`config.mk`:
```
export PLATFORM = sky130hd
export DESIGN_NAME = fcsa_ram
export DESIGN_NICKNAME = d
export VERILOG_FILES = /design/src/sv/fcsa_ram.sv
export SDC_FILE = /design/constraint.sdc
export NUM_CORES = 1
export LEC_CHECK = 0
export BUFFER_PORTS_ARGS = -buffer_cell sky130_fd_sc_hd__buf_2
export CAP_MARGIN = 20
export CORE_UTILIZATION = 59
export DETAILED_ROUTE_END_ITERATION = 8
export PLACE_DENSITY = 0.78
export SYNTH_ARGS = -nofsm -noshare
export SYNTH_HDL_FRONTEND = slang
export SYNTH_SLANG_ARGS = --single-unit
```
`constraint.sdc`:
```
create_clock -name clk -period 4 [get_ports clk]
set_input_delay 0.8 -clock clk [delete_from_list [all_inputs] [get_ports clk]]
set_output_delay 0.8 -clock clk [all_outputs]
set_load 0.01 [all_outputs]
```
`src/sv/fcsa_ram.sv`:
```
// Generic simple dual-port RAM: one write port, one read port, registered read data.
// No dependencies.
module fcsa_ram #(
  parameter int WIDTH  = 32,
  parameter int DEPTH  = 8,
  parameter int ADDR_W = (DEPTH > 1) ? $clog2(DEPTH) : 1
) (
  input  logic              clk,
  input  logic              we,
  input  logic [ADDR_W-1:0] waddr,
  input  logic [WIDTH-1:0]  wdata,
  input  logic [ADDR_W-1:0] raddr,
  output logic [WIDTH-1:0]  rdata
);

  logic [WIDTH-1:0] mem [DEPTH];

  always_ff @(posedge clk) begin
    if (we) begin
      mem[waddr] <= wdata;
    end
    rdata <= mem[raddr];
  end

endmodule

```
# [Word level (Yosys, flattened, before mapping)]
# Memory sizes are Yosys's and may differ from the RTL's. A register that Yosys moved wholly into a read port is not among the register bits.
# Cells that the tools add are included.
[word_totals] ff_bits=0 mem_bits_rw=256 input_bits=40 elab_cells=3 mem_count=1
[op_classes] muxes=2
[mem_list] name="mem" depth=8 word_bits=32 read_ports=1 rd_clocked_by_memory_dff=1 write_ports=1 line_no="16" text="logic [WIDTH-1:0] mem [DEPTH];"
[ops] cell="$mux 1" count=2

# [Logic depth before layout (Yosys ltp)]
# Gate-level depths: netlist of the first run.
[depth] depth_word=2 mapped_depth=4 mapped_depth_nobuf=2

# [Least setup slack after synthesis of the first run]
# Ideal clock, no wire load.
[synth_path] path_type="input to register" startpoint="in waddr[2]" endpoint="mem mem[0][0], enable pin" arrival_ns=3.186 required_ns=3.539 setup_slack_ns=0.353 stages=2 n_path_buf=0 cell_sequence="nand2b_1 -> nor3_1"
[synth_rtl] element="start, declared" line_no="10" text="input logic [ADDR_W-1:0] waddr,"
[synth_rtl] element="end, declared" line_no="16"
# No word-level cell before the write port.

==> summary.md, run 1 <==
| Metric | Value |
|---|---|
| NumNets Final | `552` |
| Worst-case clock skew | `roughly 0.0096 ns` |
| Largest net degree at the start of global routing | `35` |
| Number of gates resized after CTS | `0` |
| Leak | `about 4.2 nW` |
| Syn Nets | `~460` |
| Synth Warn # | `0` |
| Via count | `4488` |
| Post-synth cell types | `13` |
| Clock Latency Late Sink | `about 0.54 ns` |
| CP bufs+invs | `2` |
| Slowest stage delay, CP | `just over 0.6 ns` |
| Fin. Hold Viols | `0` |
| Clock Sink Count | `approximately 290` |
| Post-CTS Setup Bufs | `0` |
| Initial antenna violation count | `2` |
| Reg2Reg Depth | `2` |
| Synth top area cells | `edfxtp_1 73%, mux4_1 10%, dfxtp_1 6.1%, mux4_2 5.2%, mux2_2 3.4%` |
| Crit path kind | `primary input to flip-flop` |
| Max FO, Critical Path | `30` |
| DR pass1 iterations | `4` |
| Total negative setup slack | `0 ns` |
| R2R Path Start | `mem[3][5]$_DFFE_PP_` |
| Die Height | `approximately 140 µm` |
| Die ar. | `between 15000 and 20000 µm²` |
| Total CTS buffers | `28` |
| Yosys top cell by area | `edfxtp_1` |
| Initial DRC count | `245` |
| Worst hold path class | `primary input to flip-flop` |
| Rel. slew slack | `35.3%` |
| Root Buffer | `clkbuf_16` |
| Number of global-route vias before repair | `4825` |
| CP most frequent cell | `buf_4` |
| Worst Setup End Kind | `flip-flop` |
| Period utilization | `between 50% and 60%` |
| Final worst slack | `roughly 1.9 ns` |
| Avg WL per Cell | `between 20 and 25 µm` |
| Status | `finished clean` |
| Core region area | `about 17000 µm²` |
| Routed wire length | `18100 µm` |
| GP Congestion | `0.672` |
| Pre-CTS WS | `about 1.3 ns` |
| Worst setup SP type | `primary input` |
| Starting Density | `approximately 61%` |
| Post-layout min period | `2.13 ns` |
| Row cnt | `between 40 and 50` |
| R2R setup slack | `between 2 and 3 ns` |
| Fmax | `0.468 GHz` |
| Horiz. Die Dim | `around 140 µm` |
| Grt ovf | `0` |
| Final Max Slew Viols | `0` |
| Synth top area share | `73.4%` |
| Register area share after synthesis | `approximately four fifths` |
| Dpl hpwl | `just under 10000 µm` |
| Port Buf Inserts | `between 70 and 80` |
| HP Start | `wdata[5]` |
| Hold_buf cts | `0` |
| Drt drc | `0` |
| RR Endpoint | `rdata[5]$_DFF_P_` |
| Crit-path cells | `buf_4 -> buf_4 -> mux4_1 -> mux2_2` |
| Async set or reset register ratio after synthesis | `0%` |
| Post-synth top cells | `256 x edfxtp_1, 40 x mux4_1, 32 x dfxtp_1, 32 x mux2_2, 24 x mux4_2` |
| Cells after synthesis | `roughly 420` |
| Worst endpoint required time | `~4.4 ns` |
| DR vias/cell | `about 6` |
| First-pass GRT wire length | `about 28000 µm` |
| Cell Pwr Density | `544 nW/µm²` |
| Clock Tree Buf Depth | `3` |
| RSZ-0062 raised after global routing | `false` |
| Hold worst-path end | `mem[4][5]$_DFFE_PP_` |
| Layout cell share with drive strength beyond 1 | `a little under two fifths` |
| EDFF count, synth | `roughly 260` |
| Worst VDD drop | `between 0.0004 and 0.0005 V` |
| Critical Path AT | `2.56 ns` |
| Mapped Avg Cell Area | `about 25 µm²` |
| GRT Overall Usage | `21.1%` |
| I/O pin count | `about 70` |
| Ys flop type | `edfxtp_1` |
| Synth-to-Final Area Change | `16.5%` |
| Post-route ant nets | `0` |
| Final setup viols | `0` |
| Top delay family on crit path | `multiplexers` |
| Post-Synthesis Cell Area | `approximately 10000 µm²` |
| # Max-Cap Violations | `0` |
| # H-tree levels | `1` |
| CTS tree | `built` |
| Register bit total from synthesis | `about 290` |
| Slew @ Worst Pin | `between 0.9 and 1 ns` |
| Crit-path slowest cell | `mux4_1` |
| Clock-pin slew on the worst setup and hold paths | `around 0.060 ns` |
| Top-count cell post-synth | `edfxtp_1` |
| Hold path depth | `1` |
==> registers in the layout, indices dropped and copies added (netlist names) <==
name	cells
mem	256
rdata	32
==> how the worst max path moves through the flow <==
| stage | from | to | cells past startpoint | slack [ns] |
|---|---|---|---|---|
| floorplan | waddr[2] | mem[0][0]$_DFFE_PP_ | 2 | 0.35 |
| global placement | raddr[0] | rdata[23]$_DFF_P_ | 4 | 1.31 |
| detailed placement | raddr[0] | rdata[29]$_DFF_P_ | 4 | 1.29 |
| CTS | raddr[0] | rdata[26]$_DFF_P_ | 4 | 1.84 |
| global route | raddr[0] | rdata[26]$_DFF_P_ | 4 | 1.76 |
| finish | raddr[0] | rdata[26]$_DFF_P_ | 4 | 1.87 |
==> metal layers <==
metal  track usage [%]  vias up  wire (µm)
met5                 0        -         13
met3              4.49       32        855
li1                  -     1978          -
met2              35.9      125       9240
met1              27.5     2351       7610
met4              6.37        2        361
==> cells in the final DEF, fill, tap and decap left out, drive strengths merged <==
cell type	instances
nor3	2
nand2b	3
clkinv	7
diode	1
edfxtp	256
mux2	32
bufinv	7
dfxtp	32
nand2	2
clkbuf	35
nor2	6
buf	85
clkinvlp	2
inv	1
mux4	64
==> cell type report <==
cell class | instances | area [µm²]
fillers | 1009 | 5100
clock inverters | 17 | 282
clock buffers | 35 | 757
multi-input cells | 109 | 2070
diodes | 1 | 2.50
flip-flops and latches | 288 | 8330
repair buffers | 85 | 475
well taps | 225 | 282
==> report_power, final <==
| part | internal (W) | total, W | switching (W) | leakage [nW] |
|---|---|---|---|---|
| clock | 0.00180 | 0.00289 | 0.00109 | 0.505 |
| combinational | 0.000151 | 0.000317 | 0.000167 | 1.08 |
| sequential | 0.00340 | 0.00343 | 0.0000304 | 2.60 |
| total | 0.00535 | 0.00663 | 0.00128 | 4.18 |
==> worst reg2reg max path, cell delays in order (launching register included) <==
cell,delay (ns)
edfxtp_1,0.38
mux4_1,0.52
mux2_2,0.31
==> cells by family (layout without fill, tap and decap cells) <==
group	after synthesis	in the layout	share of synthesized area [%]
other cells	0	1	0
simple gates	13	13	0.562
buf+inv	18	137	1.22
mux	96	96	18.6
flops	288	288	79.6
==> through the flow <==
step	power, W	hold WS (ns)	cells	area (µm²)	utilization [%]
after floorplan	0.00367	0.641	415	10500	-
after global placement	0.00379	0.647	707	11200	64.5
after detailed placement	0.00381	0.660	707	11200	64.5
after CTS	0.00669	0.498	759	12200	70.5
after global routing	0.00682	0.501	759	12200	70.5
final	0.00663	0.527	760	12200	70.5
No activity file was read; power rests on OpenSTA's default activity.
==> run 2, diff against run 1 <==
--- a/config.mk
+++ b/config.mk
@@ -7,9 +7,9 @@
 export LEC_CHECK = 0
 export BUFFER_PORTS_ARGS = -buffer_cell sky130_fd_sc_hd__buf_2
 export CAP_MARGIN = 20
-export CORE_UTILIZATION = 59
+export CORE_UTILIZATION = 54
 export DETAILED_ROUTE_END_ITERATION = 8
-export PLACE_DENSITY = 0.78
+export PLACE_DENSITY = 0.75
 export SYNTH_ARGS = -nofsm -noshare
 export SYNTH_HDL_FRONTEND = slang
 export SYNTH_SLANG_ARGS = --single-unit
==> constraint.sdc (replaced) <==
create_clock -name clk -period 1.85 [get_ports clk]
set_input_delay 0.37 -clock clk [delete_from_list [all_inputs] [get_ports clk]]
set_output_delay 0.37 -clock clk [all_outputs]
set_load 0.01 [all_outputs]
==> run 2 against run 1 <==
Sequential share of layout area down 1.2 points. Setup slack worse by 1.5 ns. Critical path depth decreased by 3. Routed wire length up 0.57%. Core utilization decreased by 4.6 points. Largest power group unchanged. Die area increased by 9.1%. Critical endpoint is now rdata[9]. Clock power up 110%. Final cell count increased by 4.7%. Sequential cell count stayed put.
==> summary.md, run 2 (same netlist as run 1, synthesis figures left out) <==
| Metric | Value |
|---|---|
| Status | `finished clean` |
| Number of global-route vias before repair | `4823 (-0.041%)` |
| Largest regs | `mem: 256 flops, rdata: 32 flops` |
| Seq pwr share | `52.0% (+0.3 points)` |
| Number of gates resized after CTS | `0 (unchanged)` |
| Comb power frac | `5.1% (+0.3 points)` |
| Via count | `4494 (+0.13%)` |
| Crit path kind | `flip-flop to output pin` |
| Worst setup SP type | `flip-flop` |
| Clock-pin slew on the worst setup and hold paths | `0.06 ns (about the same)` |
| Critical Path AT | `1.08 ns (-1.48 ns)` |
| Starting Density | `55.6% (-4.9 points)` |
| Clock Latency Late Sink | `0.53 ns (about the same)` |
| GRT Overall Usage | `19.2% (-1.8 points)` |
| Post-layout min period | `~1.4 ns` |
| Leak | `4.24 nW (+1.4%)` |
| Layout cell share with drive strength beyond 1 | `36.6% (-0.14 points)` |
| Total CTS buffers | `28 (unchanged)` |
| Max FO, Critical Path | `1 (-97%)` |
| I/O pin count | `72 (unchanged)` |
| Row cnt | `50 (+4.2%)` |
| Final setup viols | `0 (unchanged)` |
| R2R setup slack | `0.52 ns (-2.14 ns)` |
| Rel. slew slack | `72.2% (+37 points)` |
| Commonest non-fill, non-tap cells in the layout | `256 x edfxtp_1, 70 x buf_2, 40 x mux4_1, 32 x mux2_2, 32 x dfxtp_1` |
| Fillers | `1191 (+18%)` |
| Worst endpoint required time | `1.48 ns (-2.94 ns)` |
| Period utilization | `roughly 78%` |
| Die Height | `141 µm (+4.5%)` |
| HP Start | `wdata[7]` |
| Grt ovf | `0 (unchanged)` |
| Max reg flops | `256 (unchanged)` |
| Hold path depth | `1 (unchanged)` |
| Fin area | `12400 µm² (+1.8%)` |
| Clock Tree Buf Depth | `3 (unchanged)` |
| Clock Sink Count | `288 (unchanged)` |
| Diodes inserted | `0 (-1)` |
| Worst hold path class | `primary input to flip-flop` |
| Worst-case clock skew | `0.0120 ns (+0.00248 ns)` |
| Post-CTS Setup Bufs | `0 (unchanged)` |
| Fin. Hold Viols | `0 (unchanged)` |
| Final Max Slew Viols | `0 (unchanged)` |
| Avg WL per Cell | `22.8 µm (-4.0%)` |
| DR pass1 iterations | `4 (unchanged)` |
| Routed wire length | `18200 µm (+0.57%)` |
| Worst Setup End Kind | `output pin` |
| Initial DRC count | `294 (+20%)` |
| Hold_buf cts | `0 (unchanged)` |
| Die ar. | `19900 µm² (+9.1%)` |
| Worst Hold Margin | `0.104 ns (-0.423 ns)` |
| DR vias/cell | `5.65 (-4.4%)` |
| RSZ-0062 raised after global routing | `false` |
| Clock network power share | `42.9% (-0.6 points)` |
| NumNets Final | `556 (+0.72%)` |
| Hold worst-path end | `mem[3][7]$_DFFE_PP_` |
| Core region area | `18800 µm² (+8.9%)` |
| Sw frac | `18.9% (-0.48 points)` |
| # Max-Cap Violations | `0 (unchanged)` |
| Worst VDD drop | `0.00100 V (+150%)` |
| Top delay family on crit path | `flip-flops` |
| Initial antenna violation count | `1 (-1)` |
| Horiz. Die Dim | `141 µm (+4.5%)` |
| Crit-path cells | `buf_2` |
| Reg2Reg Depth | `2 (unchanged)` |
| CTS tree | `built` |
| Drt drc | `0 (unchanged)` |
| First-pass GRT wire length | `27800 µm (-0.10%)` |
| Int Power | `0.0116 W (+120%)` |
| Dpl hpwl | `9810 µm (-1.0%)` |
| Port Buf Inserts | `71 (unchanged)` |
| Switching power | `0.00269 W (+110%)` |
| Fmax | `a little under 0.7 GHz` |
| Root Buffer | `clkbuf_16` |
| RR Endpoint | `rdata[21]$_DFF_P_` |
| Biggest register | `mem` |
| Post-route ant nets | `0 (unchanged)` |
| Design Power | `0.0142 W (+110%)` |
| # H-tree levels | `1 (unchanged)` |
| GP Congestion | `0.688 (+2.3%)` |
| Cell Pwr Density | `1150 nW/µm² (+110%)` |
| Slew @ Worst Pin | `0.417 ns (-0.553 ns)` |
| Synth-to-Final Area Change | `18.6%` |
| Slowest stage delay, CP | `0.39 ns (-0.22 ns)` |
| Crit-path slowest cell | `dfxtp_1` |
| Most common cell after layout, fill and taps aside | `edfxtp_1` |
| CP bufs+invs | `1 (-1)` |
| Largest net degree at the start of global routing | `39 (+11%)` |
| DP Area | `11400 µm² (+2.2%)` |
| R2R Path Start | `mem[6][21]$_DFFE_PP_` |
run 2: cell types whose count changed in the layout (fill, tap and decap cells not counted), moves of 2 or more:
| cell | delta |
|---|---|
| clkinv_1 | +3 |
| buf_12 | +13 |
| buf_4 | -9 |
| nor3_2 | -2 |
| clkbuf_8 | -2 |
| nor3_4 | +2 |
run 2: area by class of cell:
type / count / area [µm²] / area share [%]
clock inverter: 17 / 258 / 2.08
clock buffer: 33 / 751 / 6.05
multi-input combinational: 109 / 2080 / 16.7
tap: 260 / 325 / 2.62
sequential: 288 / 8330 / 67.1
timing repair buffer: 89 / 668 / 5.38
run 2: worst max-delay path by stage:
stage	from	end	cells after the start
6_report	rdata[9]$_DFF_P_	rdata[9]	1
5_1_grt	rdata[9]$_DFF_P_	rdata[9]	1
4_1_cts	rdata[9]$_DFF_P_	rdata[9]	1
3_5_place_dp	raddr[0]	rdata[31]$_DFF_P_	4
3_3_place_gp	raddr[0]	rdata[4]$_DFF_P_	4
2_1_floorplan	waddr[2]	mem[1][0]$_DFFE_PP_	2
run 2: metrics by stage:
step	setup WS, ns	setup TNS (ns)	util [%]	instances
final	0.400	0	65.9	796
after global routing	0.369	0	65.9	796
after CTS	0.386	0	65.9	796
after detailed placement	0.0955	0	60.5	746
after global placement	0.146	0	60.5	746
after floorplan	-0.510	-90.40	-	415
run 2: routing by layer:
layer | global-route usage, % | wire (µm)
met5 | 0 | 13
met1 | 25.5 | 7260
met2 | 32.8 | 9340
met3 | 4.04 | 1330
met4 | 4.86 | 244
run 2: power by group through the flow:
stage	combinational [W]	clock (W)	sequential, W
2_1_floorplan	0.000373	0	0.00757
3_3_place_gp	0.000708	0	0.00754
3_5_place_dp	0.000736	0	0.00755
4_1_cts	0.000740	0.00622	0.00742
5_1_grt	0.000780	0.00646	0.00743
6_report	0.000723	0.00611	0.00741
